<file path="src/rtl/core/sawrq_pkg.sv">
// sawrq_pkg: shared types, constants and field positions for the
// stop-and-wait request queue. No dependencies.
`timescale 1ns / 1ps

package sawrq_pkg;

    localparam int QUEUE_DEPTH = 8;
    localparam int NODE_COUNT  = 8;

    localparam int QIDX_W      = $clog2(QUEUE_DEPTH);
    localparam int NODE_W      = 8;
    localparam int KIND_W      = 3;
    localparam int ENTRY_W     = KIND_W + NODE_W;
    localparam int TIMEOUT_W   = 14;
    localparam int CD_W        = TIMEOUT_W + 1;
    localparam int VALUE_W     = 32;
    localparam int HALF_W      = 16;
    localparam int ALIVE_OUT_W = 8;

    localparam logic [TIMEOUT_W-1:0] TIMEOUT_RESET = TIMEOUT_W'(5000);
    localparam logic [CD_W-1:0]      AFTER_TIMEOUT = CD_W'(255);

    typedef enum logic [1:0] {
        ACT_TICK  = 2'd0,
        ACT_ENQ   = 2'd1,
        ACT_REPLY = 2'd2,
        ACT_NONE  = 2'd3
    } action_t;

    localparam logic [KIND_W-1:0] KIND_HEARTBEAT = 3'd0;
    localparam logic [KIND_W-1:0] KIND_COMPASS   = 3'd1;
    localparam logic [KIND_W-1:0] KIND_BATTERY   = 3'd2;
    localparam logic [KIND_W-1:0] KIND_LATITUDE  = 3'd3;
    localparam logic [KIND_W-1:0] KIND_LONGITUDE = 3'd4;

    // input item: tuser carries the action, tdata the rest
    localparam int S_TUSER_W  = 2;
    localparam int S_TDATA_W  = 56;
    localparam int S_REQ_KIND_LO    = 0;
    localparam int S_REQ_NODE_LO    = 3;
    localparam int S_REPLY_KIND_LO  = 11;
    localparam int S_REPLY_NODE_LO  = 14;
    localparam int S_REPLY_VALUE_LO = 22;

    // result item fields
    localparam int M_TDATA_W     = 120;
    localparam int M_SENT        = 0;
    localparam int M_SENT_KIND_LO = 1;
    localparam int M_SENT_NODE_LO = 4;
    localparam int M_TIMED_OUT   = 12;
    localparam int M_DROPPED     = 13;
    localparam int M_WAITING     = 14;
    localparam int M_ALIVE_LO    = 15;
    localparam int M_COMPASS_LO  = 23;
    localparam int M_BATTERY_LO  = 39;
    localparam int M_LAT_LO      = 55;
    localparam int M_LON_LO      = 87;
    localparam int M_USED_W      = 119;

    typedef struct packed {
        logic step;
        logic send;
        logic timeout;
        logic decr;
        logic enq;
        logic drop;
        logic reply;
    } cmd_t;

    typedef struct packed {
        logic q_empty;
        logic q_full;
        logic waiting;
        logic cd_neg;
    } status_t;

endpackage

</file>
<file path="src/rtl/core/sawrq_ctrl.sv">
// sawrq_ctrl: handshake state machine and action decode for the request queue.
// Depends on sawrq_pkg; drives commands into sawrq_datapath.
`timescale 1ns / 1ps

module sawrq_ctrl (
    input  logic                                aclk,
    input  logic                                aresetn,
    input  logic                                s_tvalid,
    output logic                                s_tready,
    input  logic [sawrq_pkg::S_TUSER_W-1:0]     s_tuser,
    output logic                                m_tvalid,
    input  logic                                m_tready,
    input  sawrq_pkg::status_t                  status,
    output sawrq_pkg::cmd_t                     cmd
);
    import sawrq_pkg::*;

    typedef enum logic [1:0] {
        ST_IDLE = 2'b01,
        ST_HOLD = 2'b10
    } state_t;

    state_t  state_reg, state_next;
    action_t act;
    logic    accept;
    logic    tick_busy;

    assign act      = action_t'(s_tuser);
    // a held result that is taken this cycle frees the output register
    assign s_tready = (state_reg == ST_IDLE) || m_tready;
    assign m_tvalid = (state_reg == ST_HOLD);
    assign accept   = s_tvalid && s_tready;

    always_comb begin
        state_next = state_reg;
        case (state_reg)
            ST_IDLE: begin
                if (accept) state_next = ST_HOLD;
            end
            ST_HOLD: begin
                if (!accept && m_tready) state_next = ST_IDLE;
            end
            default: state_next = ST_IDLE;
        endcase
    end

    always_ff @(posedge aclk) begin
        if (!aresetn) begin
            state_reg <= ST_IDLE;
        end else begin
            state_reg <= state_next;
        end
    end

    // ticks only act while something is queued
    assign tick_busy = accept && (act == ACT_TICK) && !status.q_empty;

    always_comb begin
        cmd         = '0;
        cmd.step    = accept;
        cmd.send    = tick_busy && !status.waiting;
        cmd.timeout = tick_busy && status.waiting && status.cd_neg;
        cmd.decr    = tick_busy && status.waiting && !status.cd_neg;
        cmd.enq     = accept && (act == ACT_ENQ) && !status.q_full;
        cmd.drop    = accept && (act == ACT_ENQ) && status.q_full;
        cmd.reply   = accept && (act == ACT_REPLY);
    end

endmodule

</file>
<file path="src/rtl/core/sawrq_datapath.sv">
// sawrq_datapath: request store, queue pointers, wait timer, node alive map,
// telemetry registers and the result register. Depends on sawrq_pkg.
`timescale 1ns / 1ps

module sawrq_datapath (
    input  logic                                aclk,
    input  logic                                aresetn,
    input  logic [sawrq_pkg::S_TDATA_W-1:0]     s_tdata,
    input  logic                                cfg_we,
    input  logic [sawrq_pkg::TIMEOUT_W-1:0]     cfg_wdata,
    input  sawrq_pkg::cmd_t                     cmd,
    output sawrq_pkg::status_t                  status,
    output logic [sawrq_pkg::M_TDATA_W-1:0]     m_tdata
);
    import sawrq_pkg::*;

    logic [ENTRY_W-1:0]   store_mem [QUEUE_DEPTH];
    logic [QIDX_W-1:0]    send_reg, send_next;
    logic [QIDX_W-1:0]    fill_reg, fill_next;
    logic [QIDX_W-1:0]    fill_inc, send_inc;
    logic                 wait_reg, wait_next;
    logic [CD_W-1:0]      cd_reg, cd_next;
    logic [NODE_W-1:0]    pend_reg, pend_next;
    logic [NODE_COUNT-1:0] alive_reg, alive_next;
    logic [HALF_W-1:0]    compass_reg, compass_next;
    logic [HALF_W-1:0]    battery_reg, battery_next;
    logic [VALUE_W-1:0]   lat_reg, lat_next;
    logic [VALUE_W-1:0]   lon_reg, lon_next;
    logic [TIMEOUT_W-1:0] timeout_reg;
    logic [M_TDATA_W-1:0] out_reg, out_next;

    logic [KIND_W-1:0]    req_kind, reply_kind;
    logic [NODE_W-1:0]    req_node, reply_node;
    logic [VALUE_W-1:0]   reply_value;
    logic [ENTRY_W-1:0]   head_entry;

    assign req_kind    = s_tdata[S_REQ_KIND_LO +: KIND_W];
    assign req_node    = s_tdata[S_REQ_NODE_LO +: NODE_W];
    assign reply_kind  = s_tdata[S_REPLY_KIND_LO +: KIND_W];
    assign reply_node  = s_tdata[S_REPLY_NODE_LO +: NODE_W];
    assign reply_value = s_tdata[S_REPLY_VALUE_LO +: VALUE_W];

    assign fill_inc = (fill_reg == QIDX_W'(QUEUE_DEPTH - 1)) ? '0 : fill_reg + 1'b1;
    assign send_inc = (send_reg == QIDX_W'(QUEUE_DEPTH - 1)) ? '0 : send_reg + 1'b1;
    assign head_entry = store_mem[send_reg];

    assign status.q_empty = (send_reg == fill_reg);
    assign status.q_full  = (fill_inc == send_reg);
    assign status.waiting = wait_reg;
    assign status.cd_neg  = cd_reg[CD_W-1];

    always_comb begin
        send_next    = send_reg;
        fill_next    = fill_reg;
        wait_next    = wait_reg;
        cd_next      = cd_reg;
        pend_next    = pend_reg;
        alive_next   = alive_reg;
        compass_next = compass_reg;
        battery_next = battery_reg;
        lat_next     = lat_reg;
        lon_next     = lon_reg;

        if (cmd.send) begin
            pend_next = head_entry[NODE_W-1:0];
            send_next = send_inc;
            wait_next = 1'b1;
            cd_next   = CD_W'(timeout_reg);
        end
        if (cmd.timeout) begin
            wait_next = 1'b0;
            cd_next   = AFTER_TIMEOUT;
            // nodes past the alive map have no bit to clear
            for (int i = 0; i < NODE_COUNT; i++) begin
                if (pend_reg == NODE_W'(i)) alive_next[i] = 1'b0;
            end
        end
        if (cmd.decr) begin
            cd_next = cd_reg - 1'b1;
        end
        if (cmd.enq) begin
            fill_next = fill_inc;
        end
        if (cmd.reply) begin
            wait_next = 1'b0;
            case (reply_kind)
                KIND_HEARTBEAT: begin
                    for (int i = 0; i < NODE_COUNT; i++) begin
                        if (reply_node == NODE_W'(i)) alive_next[i] = 1'b1;
                    end
                end
                KIND_COMPASS:   compass_next = reply_value[HALF_W-1:0];
                KIND_BATTERY:   battery_next = reply_value[HALF_W-1:0];
                KIND_LATITUDE:  lat_next     = reply_value;
                KIND_LONGITUDE: lon_next     = reply_value;
                default: ;
            endcase
        end
    end

    always_comb begin
        out_next = '0;
        out_next[M_SENT]        = cmd.send;
        if (cmd.send) begin
            out_next[M_SENT_KIND_LO +: KIND_W] = head_entry[ENTRY_W-1:NODE_W];
            out_next[M_SENT_NODE_LO +: NODE_W] = head_entry[NODE_W-1:0];
        end
        out_next[M_TIMED_OUT]   = cmd.timeout;
        out_next[M_DROPPED]     = cmd.drop;
        out_next[M_WAITING]     = wait_next;
        out_next[M_ALIVE_LO +: ALIVE_OUT_W] = ALIVE_OUT_W'(alive_next);
        out_next[M_COMPASS_LO +: HALF_W]    = compass_next;
        out_next[M_BATTERY_LO +: HALF_W]    = battery_next;
        out_next[M_LAT_LO +: VALUE_W]       = lat_next;
        out_next[M_LON_LO +: VALUE_W]       = lon_next;
    end

    // store entries hold no reset; only queued entries are ever read
    always_ff @(posedge aclk) begin
        if (cmd.enq) begin
            store_mem[fill_reg] <= {req_kind, req_node};
        end
        if (cmd.step) begin
            out_reg <= out_next;
        end
    end

    always_ff @(posedge aclk) begin
        if (!aresetn) begin
            send_reg    <= '0;
            fill_reg    <= '0;
            wait_reg    <= 1'b0;
            cd_reg      <= '0;
            pend_reg    <= '0;
            alive_reg   <= '0;
            compass_reg <= '0;
            battery_reg <= '0;
            lat_reg     <= '0;
            lon_reg     <= '0;
            timeout_reg <= TIMEOUT_RESET;
        end else begin
            if (cmd.step) begin
                send_reg    <= send_next;
                fill_reg    <= fill_next;
                wait_reg    <= wait_next;
                cd_reg      <= cd_next;
                pend_reg    <= pend_next;
                alive_reg   <= alive_next;
                compass_reg <= compass_next;
                battery_reg <= battery_next;
                lat_reg     <= lat_next;
                lon_reg     <= lon_next;
            end
            if (cfg_we) begin
                timeout_reg <= cfg_wdata;
            end
        end
    end

    assign m_tdata = out_reg;

endmodule

</file>
<file path="src/rtl/core/stop_and_wait_request_queue_unit.sv">
// stop_and_wait_request_queue_unit: top level of the stop-and-wait request queue.
// Each accepted item's result is registered in the output register in the cycle after it is accepted.
// Throughput: one item per cycle while m_tready is high; s_tready stays high while the held result is taken.
// Each item is applied in its accept cycle by the datapath's update.
// Reset (aresetn low, synchronous) empties the queue, clears wait, timer, alive map
// and telemetry registers, and loads the timeout register with 5000.
`timescale 1ns / 1ps

module stop_and_wait_request_queue_unit (
    input  logic                                aclk,
    input  logic                                aresetn,
    input  logic                                cfg_we,
    input  logic [sawrq_pkg::TIMEOUT_W-1:0]     cfg_wdata,   // timeout_ticks
    input  logic                                s_tvalid,
    output logic                                s_tready,
    input  logic [sawrq_pkg::S_TUSER_W-1:0]     s_tuser,     // action
    // req_kind, req_node, reply_kind, reply_node, reply_value, zero pad
    input  logic [sawrq_pkg::S_TDATA_W-1:0]     s_tdata,
    output logic                                m_tvalid,
    input  logic                                m_tready,
    // sent, sent_kind, sent_node, timed_out, dropped, waiting, alive_map,
    // compass, battery, latitude, longitude, zero pad
    output logic [sawrq_pkg::M_TDATA_W-1:0]     m_tdata
);
    import sawrq_pkg::*;

    cmd_t    cmd;
    status_t status;

    sawrq_ctrl u_ctrl (
        .aclk     (aclk),
        .aresetn  (aresetn),
        .s_tvalid (s_tvalid),
        .s_tready (s_tready),
        .s_tuser  (s_tuser),
        .m_tvalid (m_tvalid),
        .m_tready (m_tready),
        .status   (status),
        .cmd      (cmd)
    );

    sawrq_datapath u_datapath (
        .aclk      (aclk),
        .aresetn   (aresetn),
        .s_tdata   (s_tdata),
        .cfg_we    (cfg_we),
        .cfg_wdata (cfg_wdata),
        .cmd       (cmd),
        .status    (status),
        .m_tdata   (m_tdata)
    );

    // every accepted item leaves a result behind
    a_result_follows: assert property (@(posedge aclk) disable iff (!aresetn)
        s_tvalid && s_tready |=> m_tvalid)
        else $error("accepted item produced no result");

    // a send and a timeout never come from the same tick
    a_send_xor_timeout: assert property (@(posedge aclk) disable iff (!aresetn)
        m_tvalid |-> !(m_tdata[M_SENT] && m_tdata[M_TIMED_OUT]))
        else $error("send and timeout in one result");

    // a send always starts a wait
    a_send_waits: assert property (@(posedge aclk) disable iff (!aresetn)
        m_tvalid && m_tdata[M_SENT] |-> m_tdata[M_WAITING])
        else $error("request sent without waiting");

    // the queue cannot look empty and full at once
    a_queue_state: assert property (@(posedge aclk) disable iff (!aresetn)
        !(status.q_empty && status.q_full))
        else $error("queue both empty and full");

endmodule

</file>
<file path="config.mk">
export PLATFORM = sky130hd
export DESIGN_NAME = stop_and_wait_request_queue_unit
export DESIGN_NICKNAME = d
export VERILOG_FILES = /design/src/rtl/core/sawrq_pkg.sv /design/src/rtl/core/sawrq_ctrl.sv /design/src/rtl/core/sawrq_datapath.sv /design/src/rtl/core/stop_and_wait_request_queue_unit.sv
export SDC_FILE = /design/constraint.sdc
export NUM_CORES = 1
export LEC_CHECK = 0
export BUFFER_PORTS_ARGS = -buffer_cell sky130_fd_sc_hd__buf_2
export CORE_MARGIN = 4
export CORE_UTILIZATION = 55
export CTS_CLUSTER_DIAMETER = 150
export DETAILED_ROUTE_END_ITERATION = 16
export GPL_TIMING_DRIVEN = 0
export PLACE_DENSITY = 0.85
export REMOVE_ABC_BUFFERS = 1
export SLEW_MARGIN = 15
export SYNTH_ARGS = -nofsm -noshare
export SYNTH_HDL_FRONTEND = slang
export SYNTH_SLANG_ARGS = --single-unit
</file>
<file path="constraint.sdc">
create_clock -name aclk -period 11.1 [get_ports aclk]
set_input_delay 0 -clock aclk [delete_from_list [all_inputs] [get_ports aclk]]
set_output_delay 0 -clock aclk [all_outputs]
set_load 0.01 [all_outputs]
</file>
* Word level (Yosys, flattened, before mapping) *
Memory sizes are Yosys's and may differ from the RTL's. A register that Yosys moved wholly into a read port is not among the register bits.
Cells that the tools add are included.

storage, ports and cells
  bits in registers = 269
  bits in latches = 0
  memory bits (writable) = 88
  memory bits (read-only) = 0
  output and inout port bits = 122
  word-level logic and storage cells = 115
  memories = 1

operators by class
  add/subtract/negate cells = 3
  $mul = 0
  div/mod/pow operators = 0
  magnitude comparators = 0
  eq/ne operators = 28
  shift operators = 0
  multiplexer cells = 42
  bitwise operators = 0
  reduce and logical (&&, ||, !) cells = 27

memory list
  name                  depth  width  rd ports  clocked after Yosys merged registers in  wr ports  line                  source
  u_datapath.store_mem  8      11     1         1                                        1         sawrq_datapath.sv:17  logic [ENTRY_W-1:0] store_mem [QUEUE_DEPTH];

operators by type and width
  operator                                                                  number
  32-bit two-way mux                                                        4
  8-bit by 3-bit equality test with 1-bit output (second input constant)    8
  16-bit two-way mux                                                        4
  15-bit two-way mux                                                        3
  8-bit by 2-bit equality test with 1-bit output (second input constant)    4
  8-bit two-way mux                                                         3
  1-bit two-way mux                                                         21
  8-bit by 1-bit equality test with 1-bit output (second input constant)    2
  8-bit zero test                                                           2
  15-bit by 1-bit subtractor with 15-bit output (second input constant)     1
  1-bit logical AND                                                         12
  3-bit two-way mux                                                         4
  3-bit equality test (second input constant)                               3
  2-bit AND reduction                                                       4
  3-bit by 1-bit adder with 3-bit output (second input constant)            2
  3-bit by 2-bit equality test with 1-bit output (second input constant)    2
  3-bit equality test                                                       2
  1-bit zero test                                                           5
  2-bit by 1-bit equality test with 1-bit output (second input constant)    2
  2-bit equality test (second input constant)                               2
  2-bit two-way mux                                                         2
  2-bit by 1-bit inequality test with 1-bit output (second input constant)  2
  2-bit one-hot mux with 2 select lines                                     1
  3-bit by 1-bit equality test with 1-bit output (second input constant)    1
  other kinds (4)                                                           4

* Logic depth before layout (Yosys ltp) *
Gate-level depths: netlist (run 1).

  depth in word-level cells = 11
  mapped depth = 7

* Cells and area by module *
From an unflattened synthesis (run 1), not the netlist that was laid out.

unflattened totals
  cell total of the unflattened synthesis = 1067
  area, all modules = 14515.2 um^2

modules (own cells, without submodules)
  module          times used  cells each  area an instance (um^2)
  sawrq_datapath  1           1046        14331.2
  sawrq_ctrl      1           21          183.9

* Worst setup path after synthesis (run 1) *
Ideal clock, no wire load.

  kind = register -> register
  from = register u_ctrl.state_reg[0]
  to = register u_datapath.out_reg[14], in the netlist u_datapath.m_tdata[14], data pin
  setup time = 0.266 ns
  data arrival time = 3.867 ns
  setup slack = 6.967 ns
  stages on the path, launching flop included = 6
  period minus slack after synthesis = 4.133 ns
  path through = dfxtp_1 nor2b_1 buf_2 o21a_1 and2_1 nor3_1

RTL lines
  element                 line                   source
  start, declared         sawrq_ctrl.sv:23       state_t state_reg, state_next;
  start signal, assigned  sawrq_ctrl.sv:51       state_reg <= state_next;
  end signal, assigned    sawrq_datapath.sv:124  out_reg <= out_next;
  end, declared           sawrq_datapath.sv:30   logic [M_TDATA_W-1:0] out_reg, out_next;

* Final worst setup path (run 1) *
  from = register u_datapath.fill_reg[0]
  to = memory u_datapath.store_mem[2][8] in the netlist's numbering, enable pin

on the way
  longest elaborated chain between the ends = 7
  elaborated cells on any way between the ends = 8

RTL lines
  element                                                                               line                   source
  start, declared                                                                       sawrq_datapath.sv:19   logic [QIDX_W-1:0] fill_reg, fill_next;
  start signal, assigned                                                                sawrq_datapath.sv:144  fill_reg <= fill_next;
  3-bit by 1-bit adder with 3-bit output / 3-bit equality test (equally long branches)  sawrq_datapath.sv:43   assign fill_inc = (fill_reg == QIDX_W'(QUEUE_DEPTH - 1)) ? '0 : fill_reg + 1'b1;
  3-bit two-way mux *                                                                   sawrq_datapath.sv:43
  via u_datapath.fill_inc[2]                                                            sawrq_datapath.sv:20   logic [QIDX_W-1:0] fill_inc, send_inc;
  3-bit equality test *                                                                 sawrq_datapath.sv:48   assign status.q_full = (fill_inc == send_reg);
  1-bit zero test *                                                                     sawrq_ctrl.sv:64       cmd.enq = accept && (act == ACT_ENQ) && !status.q_full;
  1-bit logical AND *                                                                   sawrq_ctrl.sv:64
  1-bit two-way mux *                                                                   sawrq_datapath.sv:120  if (cmd.enq) begin
  1-bit two-way mux (not written as such) *                                             sawrq_datapath.sv:121  store_mem[fill_reg] <= {req_kind, req_node};
  end, declared                                                                         sawrq_datapath.sv:17

The timed path passes the listed nets; every way through them passes the cells marked *.

==> results of run 1 <==
==> final cells by class <==
| type | count | area [µm²] | area share |
|---|---|---|---|
| multi-input combinational | 499 | 4290 | 0.2496 |
| clock buffer | 52 | 1075 | 0.06252 |
| inverter | 21 | 78.83 | 0.004585 |
| sequential | 360 | 9280 | 0.5398 |
| clock inverter | 14 | 127.6 | 0.007424 |
| timing repair buffer | 282 | 1934 | 0.1125 |
| tap | 324 | 405.4 | 0.02358 |
==> synthesized netlist by cell type (4+ instances only) <==
cell / instances / area share
o31ai_1: 20 / 0.011
inv_1: 20 / 0.0054
edfxtp_1: 207 / 0.45
mux2_1: 9 / 0.0073
nor2b_1: 6 / 0.0027
nor3_1: 9 / 0.0033
and2_1: 99 / 0.045
nand2b_1: 4 / 0.0018
o21ai_0: 11 / 0.0040
mux4_2: 22 / 0.036
mux2_2: 95 / 0.077
nand4b_1: 5 / 0.0032
a21oi_1: 26 / 0.0094
nand2_1: 25 / 0.0068
dfxtp_1: 153 / 0.22
buf_2: 21 / 0.0076
o2111ai_1: 4 / 0.0025
a211oi_1: 4 / 0.0022
nand3_1: 9 / 0.0033
mux2i_1: 20 / 0.014
clkbuf_1: 35 / 0.0095
ha_1: 5 / 0.0045
a31oi_1: 9 / 0.0041
nor2_1: 27 / 0.0073
and4b_1: 5 / 0.0036
nand4_1: 18 / 0.0081
==> path summary, 6_finish.rpt <==
check | endpoint | slack, ns | cells past startpoint
max | u_datapath.store_mem[2][8] | 7.65 | 7
min | u_datapath.timeout_reg[0] | 0.02 | 3
max reg2reg | u_datapath.store_mem[2][8] | 7.65 | 7
min reg2reg | u_datapath.alive_reg[3] | 0.46 | 2
==> report_power, final <==
group	switching [µW]	total, µW	internal, µW
logic	96.0	167	71.0
registers	15.5	1460	1450
clock network	488	1210	724
total	599	2840	2240
==> metrics by stage <==
| stage | utilization | area [µm²] |
|---|---|---|
| 2_1_floorplan | - | 13570 |
| 3_3_place_gp | 0.6092 | 14950 |
| 3_5_place_dp | 0.6192 | 15190 |
| 4_1_cts | 0.7004 | 17180 |
| 5_1_grt | 0.7007 | 17190 |
| 6_report | 0.7007 | 17190 |
==> what timing repair did <==
| item | 4_1_cts | 5_1_grt |
|---|---|---|
| hold endpoints to repair | 317 | 0 |
| setup buffers | 0 | 0 |
| hold buffers | 79 | 0 |
==> layer usage <==
metal | vias up | wire length, µm | GRT usage | part of all wire
met4 | 0 | 551 | 0.04945 | 0.018
met5 | - | 0 | 0 | 0
met1 | 4370 | 12190 | 0.2659 | 0.40
met2 | 329 | 15910 | 0.3915 | 0.52
met3 | 46 | 1747 | 0.03935 | 0.057
li1 | 4046 | - | - | -
==> tightest hold or removal path, stage by stage <==
cell	delay (ns)
buf_2	0.24
mux2i_1	0.17
nor2_1	0.07
==> cells by family after synthesis <==
kind of cell	synth area share
mux	0.1350
compound gates	0.05961
fa+ha+maj	0.004522
flops	0.6708
simple gates	0.1017
xor+xnor	0.003166
other cells	0.0002711
buf+inv	0.02505
==> cells in the final DEF, fill, tap and decap left out, drive strengths merged, types with 4 or more instances in the layout <==
cell type / synthesis / routed
nor2: 27 / 27
nand3: 9 / 9
nand4b: 5 / 5
and4b: 5 / 5
clkbuf: 36 / 52
mux2i: 20 / 20
nand2: 25 / 25
o41ai: 4 / 4
nand4: 18 / 18
edfxtp: 207 / 207
ha: 5 / 5
buf: 25 / 203
nand2b: 4 / 4
mux4: 22 / 22
and2: 99 / 99
o31ai: 20 / 20
a31oi: 9 / 9
a21oi: 26 / 26
nor2b: 6 / 6
nor4: 5 / 5
mux2: 104 / 104
dfxtp: 153 / 153
o21ai: 12 / 12
a211oi: 4 / 4
inv: 20 / 23
clkinv: 1 / 10
dlygate4sd3: 0 / 79
nor3: 9 / 9
o2111ai: 7 / 7
==> flow_summary.json, run 1 <==
{
  "status": "complete, no violations",
  "max-clock-path-buffers": 3,
  "first_global_vias": 8940,
  "cap_violations": 0,
  "holdWs_ns": 0.01886,
  "powerDensity_nw_per_um2": 165.4,
  "dp_slack_ns": 7.013,
  "r2r_start": "u_datapath.fill_reg[0]",
  "root_buffer": "clkbuf_16",
  "viasPerCell": 5.664,
  "avgRoutedWirePerCell_um": 19.59,
  "clock.fmax_mhz": 290.0,
  "final-hold-violation-count": 0,
  "ir_drop_uv": 240.3,
  "ioPinCount": 199,
  "rsz0062_at_grt": "false",
  "critPathSlowestCell": "dfxtp_1",
  "synth.distinct_cells": 68,
  "die_w_um": 166.6,
  "place.gp.congestion": 0.8055,
  "die_h_um": 166.6,
  "synth_seq_cells": 360,
  "slew_headroom": 0.3225,
  "drt-initial-drc-count": 773,
  "critical_path.max_fanout": 15,
  "synthCells": 941,
  "critical_path.max_stage_delay_ns": 0.72,
  "drc_errors": 0,
  "crit_arrival_ns": 3.66,
  "cts_max_level": 2,
  "area_growth_pct": 24.28,
  "start_util": 0.5639,
  "num_rows": 57,
  "leakage_uw": 0.006741,
  "largest_register_ffs": 119,
  "total_power_uw": 2843,
  "path_cells": "ha_1, ha_1, xor2_1, a211oi_1, a211oi_2, nor4bb_4, buf_6",
  "cts_tree": "built",
  "overflow": 0,
  "num-nets-final": 1283,
  "ys_seq_area_frac": 0.6708,
  "post-route-period-util": 0.3106,
  "cts.clk_slew.worst_paths_ns": 0.06,
  "skew_ns": 0.01444,
  "drv_slew": 0,
  "die_area_um2": 27750,
  "path_buf_inv": 1,
  "synth_edf_count": 207,
  "required_ns": 11.31,
  "dp_hpwl_um": 18160,
  "clk-insertion-delay-late_ns": 0.51,
  "finalSetupViolations": 0,
  "fin_crit_ns": 3.448,
  "grt_first_pass_wirelength_um": 48560,
  "final.setup.tns_ns": 0,
  "totalWireLength_um": 30400,
  "numPortBuffers": 195,
  "drive_above_1_share": 0.3257,
  "grt_start_max_net_pins": 95,
  "setup_ws_ns": 7.652,
  "ant_nets": 0,
  "path_class": "reg -> reg",
  "cp-start-kind": "flop",
  "tightest_slew_ns": 1.015,
  "netlist_area_um2": 13830,
  "diodes": 0,
  "hp-class": "in -> reg",
  "avgSynthCellArea_um2": 14.70,
  "cts_inserted_buffers": 37,
  "ctsResizeCount": 0,
  "synthArstFlopShare": 0,
  "cts.sinks": 360,
  "ys_warn_count": 0,
  "setup.worst_path.start": "u_datapath.fill_reg[0]",
  "final_cells": 1552,
  "core_um2": 24530,
  "cpMostUsedCell": "ha_1",
  "critPathCaptureType": "flop",
  "min_from": "cfg_we",
  "synth-main-ff-cell": "edfxtp_1",
  "dr_total_vias": 8791,
  "grt.total_usage": 0.2143,
  "critical-path-top-delay-family": "compound AO/OA/AOI/OAI gates",
  "antenna_found_initial": 0,
  "firstDrtPassIters": 5,
  "fillers": 1575,
  "dp_cells": 1407
}
Power figures use the tool's default switching activity.
==> run 2: changes to the inputs <==
==> constraint.sdc (replaced) <==
create_clock -name aclk -period 3.4 [get_ports aclk]
set_input_delay 0 -clock aclk [delete_from_list [all_inputs] [get_ports aclk]]
set_output_delay 0 -clock aclk [all_outputs]
set_load 0.01 [all_outputs]
==> run 2 against run 1 <==
  * Clock skew is 0.0029 ns higher
  * Wire length is 0.20% higher
  * Register-to-register slack worse by 7.3 ns
  * Maximum frequency is 12% higher
==> flow_summary.json, run 2 (same netlist as run 1, synthesis figures left out) <==
{
  "cap_violations": 0,
  "mostFrequentLayoutCells": "207 x edfxtp_1, 194 x buf_2, 151 x dfxtp_1",
  "die_w_um": 166.6,
  "cp-start-kind": "flop",
  "die_area_um2": 27750,
  "status": "complete, no violations",
  "max-clock-path-buffers": 3,
  "crit_arrival_ns": 3.30,
  "clkPwrFrac": 0.427,
  "seqPwrFrac": 0.515,
  "power.net_switching_uw": 1960,
  "core_um2": 24530,
  "viasPerCell": 5.656,
  "final-hold-violation-count": 0,
  "area_growth_pct": 24.34,
  "cts.clk_slew.worst_paths_ns": 0.06,
  "switching_share": 0.2111,
  "leakage_uw": 0.006741,
  "num-nets-final": 1283,
  "drc_errors": 0,
  "cts.sinks": 360,
  "drive_above_1_share": 0.3265,
  "ioPinCount": 199,
  "rr_worst_depth": 7,
  "r2r_start": "u_datapath.fill_reg[1]",
  "start_util": 0.5639,
  "clock.fmax_mhz": 323.9,
  "antenna_found_initial": 0,
  "critPathCaptureType": "flop",
  "hp-class": "in -> reg",
  "cts_max_level": 2,
  "slew_headroom": 0.3208,
  "setup_ws_ns": 0.3126,
  "regToRegSetupSlack_ns": 0.31,
  "post_cts_buffers": 0,
  "drt-initial-drc-count": 769,
  "powerDensity_nw_per_um2": 539.9,
  "overflow": 0,
  "fin_crit_ns": 3.087,
  "totalWireLength_um": 30460,
  "dp_hpwl_um": 18160,
  "ant_nets": 0,
  "ir_drop_uv": 784.4,
  "post-route-period-util": 0.9081,
  "min_from": "cfg_we",
  "critical_path.max_fanout": 11,
  "drv_slew": 0,
  "diodes": 0,
  "largest_register_ffs": 119,
  "grt_first_pass_wirelength_um": 48580,
  "skew_ns": 0.01735,
  "p_comb_frac": 0.059,
  "final_cells": 1552,
  "path_class": "reg -> reg",
  "clk-insertion-delay-late_ns": 0.51,
  "fillers": 1573,
  "rsz0062_at_grt": "false",
  "numPortBuffers": 195,
  "dr_total_vias": 8778,
  "finalSetupViolations": 0,
  "dp_slack_ns": -0.6871,
  "place.gp.congestion": 0.8055,
  "first_global_vias": 8942,
  "num_rows": 57,
  "firstDrtPassIters": 7,
  "cts_tree": "built",
  "final_common_cell": "edfxtp_1",
  "grt_start_max_net_pins": 95,
  "setup.worst_path.start": "u_datapath.fill_reg[1]",
  "fin_util": 0.7011,
  "required_ns": 3.61,
  "min_path_cells": 3,
  "tightest_slew_ns": 1.017,
  "cts_inserted_buffers": 37,
  "avgRoutedWirePerCell_um": 19.63,
  "root_buffer": "clkbuf_16",
  "grt.total_usage": 0.2144,
  "dp_cells": 1407,
  "internal_power_uw": 7325,
  "die_h_um": 166.6
}
## run 2: cell counts in the layout (fill, tap and decap cells not counted)
No cell type changed its count.
## run 2: repair_timing
item | 4_1_cts | 5_1_grt
setup endpoints to repair | 88 | 6
pin swaps | 0 | 0
hold endpoints to repair | 317 | 0
resized for setup | 3 | 1
hold buffers | 79 | 0
## run 2: path summary, 6_finish.rpt
path                                      to
hold / removal     u_datapath.timeout_reg[0]
setup reg to reg  u_datapath.store_mem[2][8]
setup / recovery  u_datapath.store_mem[2][8]
hold reg to reg      u_datapath.alive_reg[3]
## run 2: cell type report
type                            count  area [µm²]  area share
Clock buffer                       52        1075     0.06249
Clock inverter                     14       127.6    0.007420
Inverter                           21       78.83    0.004583
Multi-Input combinational cell    499        4298      0.2499
Sequential cell                   360        9281      0.5396
Tap cell                          324       405.4     0.02357
Timing Repair Buffer              282        1934      0.1125
## run 2: power groups by stage
stage	logic, µW	clock network (µW)	registers [µW]
after global placement	431	0	4880
final	546	3960	4780
after detailed placement	464	0	4870
after global routing	590	4230	4790
after floorplan	163	0	4910
after CTS	543	4020	4780
## run 2: through the flow
stage	TNS [ns]	power, µW	hold WS (ns)	area (µm²)
after floorplan	-102.62	5077	0.06194	13570
after global placement	-368.30	5314	0.2123	14950
after detailed placement	-49.09	5333	0.2222	15190
after CTS	0	9341	0.0007216	17200
after global routing	0	9604	0.02946	17200
final	0	9286	0.01589	17200
## run 2: critical path, stage by stage (launching register included)
cell,delay (ns)
dfxtp_1,0.57
ha_1,0.23
ha_1,0.25
xor2_1,0.20
inv_1,0.11
a211oi_4,0.52
nor4bb_4,0.69
buf_6,0.23
## run 2: routing by layer
layer	vias to the layer above	track usage	wire [µm]
met2	353	0.3915	15900
met3	47	0.03935	1908
met4	0	0.04945	554
met1	4330	0.2661	12100
li1	4048	-	-
met5	-	0	0
==> run 3: changes to the inputs <==
--- a/config.mk
+++ b/config.mk
@@ -6,6 +6,7 @@
 export NUM_CORES = 1
 export LEC_CHECK = 0
 export BUFFER_PORTS_ARGS = -buffer_cell sky130_fd_sc_hd__buf_2
+export CORE_ASPECT_RATIO = 1.25
 export CORE_MARGIN = 4
 export CORE_UTILIZATION = 55
 export CTS_CLUSTER_DIAMETER = 150
==> run 3 against run 2 <==
  * Die area hardly changed
  * Highest routed layer unchanged
  * Clock skew decreased by 0.0023 ns
  * Non-clock buffer count grew 2
  * Largest power group unchanged
  * Critical endpoint is now u_datapath.store_mem[3][3]
  * Total power fell by 0.46%
  * First-iteration DRC count fell by 18%
  * Sequential share of layout area fell by 0.070 points
  * Wire length grew 0.74%
  * Setup slack got worse by 0.17 ns
  * Maximum frequency decreased by 5.3%
==> flow_summary.json, run 3 (same netlist as run 1, synthesis figures left out) <==
{
  "leakage_uw": 0.006750,
  "powerDensity_nw_per_um2": 536.8,
  "largest_register_ffs": 119,
  "avgRoutedWirePerCell_um": 19.68,
  "root_buffer": "clkbuf_16",
  "finalSetupViolations": 0,
  "holdWs_ns": 0.02575,
  "clkPwrFrac": 0.424,
  "dr_wl_met2_um": 16030,
  "area_growth_pct": 24.48,
  "path_class": "reg -> reg",
  "cap_violations": 0,
  "fillers": 1573,
  "critical_path.max_stage_delay_ns": 0.78,
  "final.setup.tns_ns": 0,
  "switching_share": 0.2111,
  "drt-initial-drc-count": 633,
  "firstDrtPassIters": 5,
  "antenna_found_initial": 1,
  "start_util": 0.5609,
  "met3_length_um": 2121,
  "drv_slew": 0,
  "design_area_um2": 17220,
  "dp_cells": 1414,
  "cts_inserted_buffers": 35,
  "skew_ns": 0.01505,
  "post-route-period-util": 0.9584,
  "cpMostUsedCell": "ha_1",
  "internal_power_uw": 7292,
  "p_comb_frac": 0.060,
  "first_global_vias": 8994,
  "num_rows": 64,
  "dr_total_vias": 8825,
  "max-clock-path-buffers": 3,
  "grt_first_pass_wirelength_um": 48590,
  "fin_crit_ns": 3.259,
  "hp-class": "in -> reg",
  "core_um2": 24660,
  "critPathCaptureType": "flop",
  "place.gp.congestion": 0.8692,
  "tightest_slew_ns": 1.043,
  "overflow": 0,
  "rsz0062_at_grt": "false",
  "cts.sinks": 360,
  "cts_tree": "built",
  "die_h_um": 185.3,
  "mostFrequentLayoutCells": "207 x edfxtp_1, 194 x buf_2, 152 x dfxtp_1",
  "status": "complete, no violations",
  "slew_headroom": 0.3039,
  "final-hold-violation-count": 0,
  "top_layer_used": "met4",
  "critical_path.max_fanout": 15,
  "path_cells": "ha_1, ha_1, xor2_1, a211oi_1, a211oi_2, and4b_1",
  "drc_errors": 0,
  "num-nets-final": 1283,
  "fin_util": 0.6982,
  "clock.fmax_mhz": 306.9,
  "cts.clk_slew.worst_paths_ns": 0.06,
  "ir_drop_uv": 506.0,
  "final_common_cell": "edfxtp_1",
  "critPathSlowestCell": "and4b_1",
  "drive_above_1_share": 0.3298,
  "power.net_switching_uw": 1951,
  "numPortBuffers": 195,
  "seqPwrFrac": 0.516,
  "dp_hpwl_um": 19050,
  "regToRegSetupSlack_ns": 0.14,
  "viasPerCell": 5.661,
  "wl_met1_um": 11690,
  "clk-insertion-delay-late_ns": 0.51,
  "ant_nets": 0,
  "grt_start_max_net_pins": 78,
  "die_w_um": 149.9,
  "final_cells": 1559,
  "grt.total_usage": 0.2206,
  "placed_area_um2": 15230,
  "crit_arrival_ns": 3.39,
  "required_ns": 3.53,
  "cts_max_level": 2,
  "totalWireLength_um": 30690,
  "cp-start-kind": "flop",
  "ioPinCount": 199,
  "die_area_um2": 27770
}
==> run 3: cell types whose count changed in the layout (fill, tap and decap cells not counted), moves of 2 or more <==
cell,before,now
buf_16,3,5
clkinv_4,0,2
clkinv_2,4,6
clkbuf_1,8,6
buf_4,1,3
bufinv_16,2,4
clkbuf_8,5,3
clkbuf_16,39,36
buf_12,3,1
clkinv_1,6,4
==> run 3: worst paths after layout <==
kind | start | to | cells after the start
worst min-delay path | s_tdata[11] | u_datapath.m_tdata[56] | 3
worst max-delay path | u_datapath.fill_reg[0] | u_datapath.store_mem[3][3] | 6
worst min register to register | u_datapath.alive_reg[4] | u_datapath.alive_reg[4] | 2
worst max register to register | u_datapath.fill_reg[0] | u_datapath.store_mem[3][3] | 6
==> run 3: critical path: cells and delay by family, from the launching register on <==
| family | cells | cell delay, ns |
|---|---|---|
| and+or+nand+nor | 1 | 0.78 |
| AOI/OAI and AO/OA | 2 | 0.70 |
| DFF | 1 | 0.67 |
| adders and majority gates | 2 | 0.51 |
| xor gates and xnor gates | 1 | 0.21 |
==> run 3: power by group through the flow <==
stage	Clock, µW	Sequential [µW]	Combinational (µW)
after detailed placement	0	4860	477
after floorplan	0	4910	163
after global routing	4200	4780	597
after CTS	4000	4770	549
after global placement	0	4880	440
final	3920	4770	551
==> run 3: timing repair <==
action / 4_1_cts / 5_1_grt
endpoints found under the setup margin: 88 / 5
buffers inserted: 0 / 2
hold buffers: 78 / 0
resized for setup: 2 / 0
hold endpoints to repair: 318 / 0
==> run 3: metrics by stage <==
| stage | power, µW | setup slack, ns |
|---|---|---|
| floorplan | 5077 | -1.056 |
| global placement | 5317 | -2.667 |
| detailed placement | 5340 | -0.5262 |
| CTS | 9323 | 0.1467 |
| global route | 9579 | 0.0007367 |
| finish | 9243 | 0.1414 |
==> run 3: area by class of cell <==
class | count | area [µm²] | area share
flip-flops and latches | 360 | 9280 | 0.5389
repair buffers | 284 | 1969 | 0.1144
inverters | 21 | 78.83 | 0.004577
clock inverters | 19 | 221.5 | 0.01286
well taps | 330 | 412.9 | 0.02398
diodes | 1 | 2.502 | 0.0001453
clock buffers | 45 | 964.7 | 0.05602
multi-input cells | 499 | 4290 | 0.2491
==> run 3: per-layer routing <==
metal / global-route usage / up-vias
met1: 0.2677 / 4339
met4: 0.07213 / 0
li1: - / 4051
met3: 0.04332 / 76
met5: 0 / -
met2: 0.3954 / 359
